File: src/sv/swlrl_pkg.sv
package swlrl_pkg;

    // fixed field widths of the request, result and configuration channels
    localparam int CLIENT_W   = 6;
    localparam int TIME_W     = 32;
    localparam int LIMIT_W    = 5;
    localparam int REMAIN_W   = 4;
    localparam int CFG_IDX_W  = 1;
    localparam int CFG_DATA_W = 32;

    // default sizing of the client table and the per-client log
    localparam int NUM_CLIENTS_DEF = 64;
    localparam int MAX_LIMIT_DEF   = 16;

    // depth of the queue between front and back
    localparam int FIFO_DEPTH = 2;

    // configuration reset values
    localparam logic [LIMIT_W-1:0] LIMIT_RESET  = 5'd16;
    localparam logic [TIME_W-1:0]  WINDOW_RESET = 32'd1000;

    // configuration register indexes
    typedef enum logic [CFG_IDX_W-1:0] {
        REG_REQUEST_LIMIT = 1'b0,
        REG_WINDOW_TICKS  = 1'b1
    } cfg_reg_t;

    // back end sequencer states
    typedef enum logic [1:0] {
        ST_IDLE,
        ST_META,
        ST_STAMP,
        ST_DECIDE
    } back_state_t;

    // request as held in the queue, client index already wrapped
    typedef struct packed {
        logic [CLIENT_W-1:0] client;
        logic [TIME_W-1:0]   stamp;
    } item_t;

endpackage

File: src/sv/swlrl_fifo.sv
module swlrl_fifo (
    input  logic              clk,
    input  logic              rst_n,
    input  logic              push,
    input  swlrl_pkg::item_t  push_item,
    output logic              full,
    input  logic              pop,
    output swlrl_pkg::item_t  pop_item,
    output logic              empty
);
    import swlrl_pkg::*;

    localparam int PTR_W = (FIFO_DEPTH > 1) ? $clog2(FIFO_DEPTH) : 1;
    localparam int CNT_W = $clog2(FIFO_DEPTH + 1);

    item_t             entry_reg [FIFO_DEPTH];
    logic [PTR_W-1:0]  wr_ptr_reg;
    logic [PTR_W-1:0]  wr_ptr_next;
    logic [PTR_W-1:0]  rd_ptr_reg;
    logic [PTR_W-1:0]  rd_ptr_next;
    logic [CNT_W-1:0]  cnt_reg;
    logic [CNT_W-1:0]  cnt_next;

    assign full     = (cnt_reg == CNT_W'(FIFO_DEPTH));
    assign empty    = (cnt_reg == '0);
    assign pop_item = entry_reg[rd_ptr_reg];

    // pointer and fill count update
    always_comb
    begin
        wr_ptr_next = wr_ptr_reg;
        rd_ptr_next = rd_ptr_reg;
        cnt_next    = cnt_reg;
        if (push)
        begin
            wr_ptr_next = (wr_ptr_reg == PTR_W'(FIFO_DEPTH - 1)) ? '0 : wr_ptr_reg + PTR_W'(1);
        end
        if (pop)
        begin
            rd_ptr_next = (rd_ptr_reg == PTR_W'(FIFO_DEPTH - 1)) ? '0 : rd_ptr_reg + PTR_W'(1);
        end
        if (push && !pop)
        begin
            cnt_next = cnt_reg + CNT_W'(1);
        end
        else if (pop && !push)
        begin
            cnt_next = cnt_reg - CNT_W'(1);
        end
    end

    always_ff @(posedge clk or negedge rst_n)
    begin
        if (!rst_n)
        begin
            wr_ptr_reg <= '0;
            rd_ptr_reg <= '0;
            cnt_reg    <= '0;
        end
        else
        begin
            wr_ptr_reg <= wr_ptr_next;
            rd_ptr_reg <= rd_ptr_next;
            cnt_reg    <= cnt_next;
        end
    end

    // entry storage
    always_ff @(posedge clk)
    begin
        if (push)
        begin
            entry_reg[wr_ptr_reg] <= push_item;
        end
    end

endmodule

File: config.mk
export PLATFORM = sky130hd
export DESIGN_NAME = swlrl_fifo
export DESIGN_NICKNAME = d
export VERILOG_FILES = /design/src/sv/swlrl_pkg.sv /design/src/sv/swlrl_fifo.sv
export SDC_FILE = /design/constraint.sdc
export NUM_CORES = 1
export LEC_CHECK = 0
export BUFFER_PORTS_ARGS = -buffer_cell sky130_fd_sc_hd__buf_4
export CELL_PAD_IN_SITES_DETAIL_PLACEMENT = 1
export CELL_PAD_IN_SITES_GLOBAL_PLACEMENT = 1
export CORE_MARGIN = 8
export CORE_UTILIZATION = 30
export CTS_CLUSTER_SIZE = 25
export DETAILED_ROUTE_END_ITERATION = 8
export PLACE_DENSITY = 0.61
export SKIP_LAST_GASP = 1
export SLEW_MARGIN = 40
export SYNTH_ARGS = -nofsm -noshare
export SYNTH_HDL_FRONTEND = slang
export SYNTH_SLANG_ARGS = --single-unit
File: constraint.sdc
create_clock -name clk -period 3.3 [get_ports clk]
set_input_delay 0.66 -clock clk [delete_from_list [all_inputs] [get_ports clk]]
set_output_delay 0.66 -clock clk [all_outputs]
set_load 0.05 [all_outputs]
==> impl_metrics.tcl, run 1 <==
set metrics [dict create \
    cp.buffers_inverters 1 \
    drtPass1Iterations 3 \
    finalHoldViolCount 0 \
    period_share_pct 74.6 \
    tightest_slew_ps 628 \
    core_region_area_um2 9680 \
    first_iter_violations 59 \
    ios 82 \
    slew_headroom_pct 58.0 \
    rows 36 \
    slew_violations 0 \
    areaGrowthSynthToFinish_pct 32.7 \
    critPathLaunchType "flop" \
    ys_ff_latch 80 \
    yosysMostFrequentCell "edfxtp_1" \
    setup_viol 0 \
    yosys_warnings 0 \
    postCtsSetupBuffers 0 \
    synth_area_leaders "edfxtp_1 (77%), mux2_2 (11%), mux2_4 (5.0%)" \
    tritoncts "built" \
    clock_sinks 80 \
    overflow 0 \
    synth_top_cells_by_count "edfxtp_1 (76), mux2_2 (28), mux2_4 (10)" \
    fillers 973 \
    path_delay_family "flip-flops" \
    crit_cells 2 \
    synth_edf_count 76 \
    drive_gt1_share_pct 60.5 \
    die_h_um 116 \
    critical_path.startpoint "rd_ptr_reg" \
    ant_nets 0 \
    cp-end-kind "primary output" \
    via_per_inst 4.16 \
    wirelength_um 5860 \
    nNetsFinal 267 \
    track_usage_pct 9.32 \
    clock_path_buffers 2 \
    rsz0062_at_grt "false" \
    syn_avg_cell_area_um2 22.2 \
    synthArstFlopShare_pct 5.00 \
    max_stage_delay_ps 810 \
    grt_pass1_vias 1741 \
    maxCapViolCount 0 \
    worst_ep_required_time_ps 2640 \
    clkLatencyLatePin_ps 350 \
    vias 1500 \
    grt_max_degree 40 \
    multi_input_area_um2 558 \
    grt_antenna_before_repair 0 \
    final.min_clock_period_ps 2460 \
    fin_skew_ps 7.61 \
    ys.flop_type "edfxtp_1" \
    synth-seq-area-share_pct 80.1 \
    cts_made_buffers 9 \
    setup_tns_ps 0 \
    hold_slack_ps 98.5 \
    r2r_end "entry_reg[0][22]" \
    vdd_drop_max_v 0.000397 \
    reg2reg_slack_ps 1600 \
    synth_cells 134 \
    regToRegStartpoint "wr_ptr_reg" \
    dpl.hpwl_um 3920 \
    pwr_density_cell_nw_per_um2 985 \
    cts-resized-gates 0 \
    leakage_nw 1.51 \
    synth_nets 177 \
    min_path_type "primary input to asynchronous set/reset pin" \
    arrival_ps 1800 \
    status "complete, no violations" \
    grt_pass1_wl_um 9200 \
    synthDistinctLibCells 14 \
    place_congestion 0.644 \
    yosysTopAreaCell "edfxtp_1" \
    insertedDiodeCount 0 \
    cts_hold_buf 0 \
    yosys.area.top_type_share_pct 76.7 \
    path_cells "mux2_2, buf_4" \
    cp_max_fo 39 \
    reg2reg_depth 2 \
    syn_area_um2 2980 \
    crit_path_end "pop_item[35]" \
    max_freq_mhz 406 \
    drcViolationCount 0 \
    utilization_pct 40.8 \
    crit_type "flop to primary output" \
    largest_register_ffs 76 \
    clockRootBuffer "clkbuf_8" \
    start_util_pct 30.7 \
    htreeDepth 3 \
    dieArea_um2 13400 \
    slowest_stage "dfrtp_4" \
    drt-wirelength-per-cell_um 16.2 \
    port-buffer-count 81 \
    regArea_um2 2390 \
    path_clk_slew_ps 80 \
    die_x_um 116 \
]
-- worst reg2reg max path, cell delays in order (launching register included) --
cell,delay [ps]
dfrtp_1,430
nor2b_4,530
buf_4,410
-- cell type report --
type | count | share of cell area [%]
flip-flops and latches | 80 | 60.4
clock inverters | 5 | 2.09
well taps | 133 | 4.22
repair buffers | 83 | 15.8
inverters | 1 | 0.0951
clock buffers | 10 | 3.23
multi-input cells | 49 | 14.1
-- worst min path at each step --
stage	cells past startpoint	to	startpoint	slack, ps
after global routing	1	cnt_reg[1]	rst_n	80
after global placement	1	cnt_reg[1]	rst_n	460
after detailed placement	1	cnt_reg[1]	rst_n	460
final	1	wr_ptr_reg	rst_n	100
after CTS	1	rd_ptr_reg	rst_n	80
after floorplan	0	cnt_reg[0]	rst_n	360
-- power breakdown --
part	internal, mW	switching (mW)	total, mW
clock	0.423	0.340	0.763
combinational	0.574	1.03	1.61
sequential	1.35	0.164	1.52
-- cells by family after synthesis --
| kind of cell | after synthesis | synth area share, % |
|---|---|---|
| flops | 80 | 80.1 |
| fa+ha+maj | 1 | 0.420 |
| mux | 38 | 15.6 |
| buf+inv | 5 | 1.51 |
| simple gates | 5 | 0.883 |
| xor+xnor | 5 | 1.47 |
-- placed cells by master (no fill, tap or decap), types with 2 or more instances in the layout --
master,synthesis,routed
mux2_2,28,28
nor2_1,2,2
bufinv_16,0,2
xor2_1,4,4
mux2_4,10,10
edfxtp_1,76,76
buf_4,2,83
clkbuf_8,0,9
dfrtp_1,4,3
clkinv_4,0,2
-- per-stage QoR --
stage | instances | power [mW] | cell area, um^2 | setup slack [ps]
2_1_floorplan | 134 | 2.71 | 2980 | 498
3_3_place_gp | 346 | 3.17 | 3730 | 915
4_1_cts | 361 | 3.96 | 3950 | 785
3_5_place_dp | 346 | 3.18 | 3740 | 1160
5_1_grt | 361 | 4.07 | 3950 | 738
6_report | 361 | 3.89 | 3950 | 839
-- routing by layer --
layer | vias to the layer above | wire (um) | track usage (%)
met5 | - | 0 | 0
met2 | 66 | 2580 | 13.9
met1 | 729 | 2450 | 10.2
met3 | 10 | 702 | 5.42
met4 | 0 | 124 | 5.25
li1 | 695 | - | -
No activity file was read; power rests on OpenSTA's default activity.
==> run 2: changes to the inputs <==
PLACE_DENSITY = 0.63   (was 0.61)
clock period = 2.15 ns   (was 3.3 ns; I/O delays follow)
==> run 2 against run 1 <==
  * Die area is the same
  * Critical path type unchanged
  * Non-clock buffer count rose by 5
  * Global-route usage grew 0.22 points
  * Cell area up 1.7%
  * Final cell count is 1.7% higher
  * Sequential power grew 45%
  * Setup slack worse by 760 ps
  * First-iteration DRC count up 5.1%
  * Flip-flop and latch count stayed put
  * Clock power rose by 52%
  * Largest cell class unchanged
  * Hold slack better by 170 ps
  * Via count grew 2.1%
==> impl_metrics.tcl, run 2 (synthesized netlist as in run 1, its figures left out) <==
set metrics [dict create \
    path_cells "clkbuf_16, mux2_2, buf_4" \
    via_per_inst 4.17 \
    met2RoutedLength_um 2900 \
    clock_path_buffers 2 \
    cp-end-kind "primary output" \
    max_stage_delay_ps 490 \
    layout_commonest_cell "buf_4" \
    worst_ep_required_time_ps 1720 \
    wl_met1_um 2780 \
    finalHoldViolCount 0 \
    fin_skew_ps 6.17 \
    insertedDiodeCount 0 \
    wl_met3_um 555 \
    track_usage_pct 9.54 \
    max_freq_mhz 483 \
    grt_pass1_vias 1763 \
    setup_viol 0 \
    drtPass1Iterations 4 \
    clockRootBuffer "clkbuf_8" \
    dpl.hpwl_um 4320 \
    final_cell_mix "buf_4 (85), edfxtp_1 (76), mux2_2 (28)" \
    period_share_pct 96.4 \
    place_congestion 0.656 \
    path_delay_family "flip-flops" \
    regToRegStartpoint "wr_ptr_reg" \
    overflow 0 \
    slew_violations 0 \
    pwr_density_cell_nw_per_um2 1510 \
    crit_type "flop to primary output" \
    hold_start "pop" \
    rsz0062_at_grt "true" \
    drive_gt1_share_pct 61.1 \
    finalWorstSetupSlack_ps 78.4 \
    leakage_nw 1.54 \
    min_path_type "primary input to flop" \
    maxCapViolCount 0 \
    critPathLaunchType "flop" \
    arrival_ps 1640 \
    tritoncts "built" \
    vdd_drop_max_v 0.000755 \
    die_x_um 116 \
    tightest_slew_ps 280 \
    cp_max_fo 17 \
    utilization_pct 41.4 \
    cp.buffers_inverters 2 \
    clkLatencyLatePin_ps 340 \
    slew_headroom_pct 81.3 \
    cts_made_buffers 9 \
    grt_max_degree 35 \
    start_util_pct 30.7 \
    largest_register_ffs 76 \
    rows 36 \
    postCtsSetupBuffers 0 \
    dieArea_um2 13400 \
    grt_antenna_before_repair 0 \
    final.min_clock_period_ps 2070 \
    path_clk_slew_ps 80 \
    grt_pass1_wl_um 9560 \
    first_iter_violations 62 \
    drcViolationCount 0 \
    clock_sinks 80 \
    htreeDepth 3 \
    critical_path.startpoint "rd_ptr_reg" \
    routed.top_layer "met4" \
    status "complete, no violations" \
    cts-resized-gates 0 \
    pre_cts_slack_ps 419 \
    ios 82 \
    vias 1532 \
    drt-wirelength-per-cell_um 17.1 \
    slowest_stage "dfrtp_2" \
    areaGrowthSynthToFinish_pct 34.9 \
    die_h_um 116 \
    ant_nets 0 \
    nNetsFinal 272 \
    port-buffer-count 81 \
    core_region_area_um2 9680 \
    wirelength_um 6270 \
]
run 2: changes by cell type in the layout (fill, tap and decap cells not counted), sizes merged:
cell and delta:
buf +3, clkinv +1, clkinvlp +1, dlygate4sd3 +1
run 2: what timing repair did:
item	CTS	global route
endpoints found under the hold margin	4	0
setup endpoints to repair	0	9
hold buffers	1	0
run 2: per-stage QoR:
stage                     std cells  hold WS, ps  TNS, ps  area, um^2  power (mW)
after global placement          349          234        0        3770        4.90
after detailed placement        349          237        0        3770        4.93
after floorplan                 134          134        0        2980        4.15
after global routing            367          239   -0.633        4010        6.36
after CTS                       366          250        0        3990        6.12
final                           367          266        0        4010        6.07
run 2: report_power, final:
group | internal, mW | total [mW] | switching (mW)
sequential | 2.07 | 2.20 | 0.123
clock | 0.644 | 1.16 | 0.521
combinational | 0.963 | 2.71 | 1.75
run 2: final cells by class:
type / instances / area (um^2)
Sequential cell: 80 / 2380
Clock inverter: 7 / 86.3
Inverter: 1 / 3.75
Tap cell: 133 / 166
Clock buffer: 9 / 124
Fill cell: 962 / 5670
Multi-Input combinational cell: 49 / 557
Timing Repair Buffer: 88 / 693
run 2: worst paths after layout:
check | endpoint | slack [ps] | depth (start not counted)
worst min register to register | cnt_reg[1] | 500 | 1
worst max-delay path | pop_item[31] | 80 | 3
max in group asynchronous | rd_ptr_reg | 1620 | 2
worst min-delay path | rd_ptr_reg | 270 | 2
worst max register to register | entry_reg[1][23] | 940 | 2
min in group asynchronous | cnt_reg[1] | 420 | 2
run 2: routing by layer:
layer,up-vias,GRT usage [%]
met2,66,14.7
met3,4,5.16
met1,752,11.1
met5,-,0
li1,710,-
met4,0,3.15
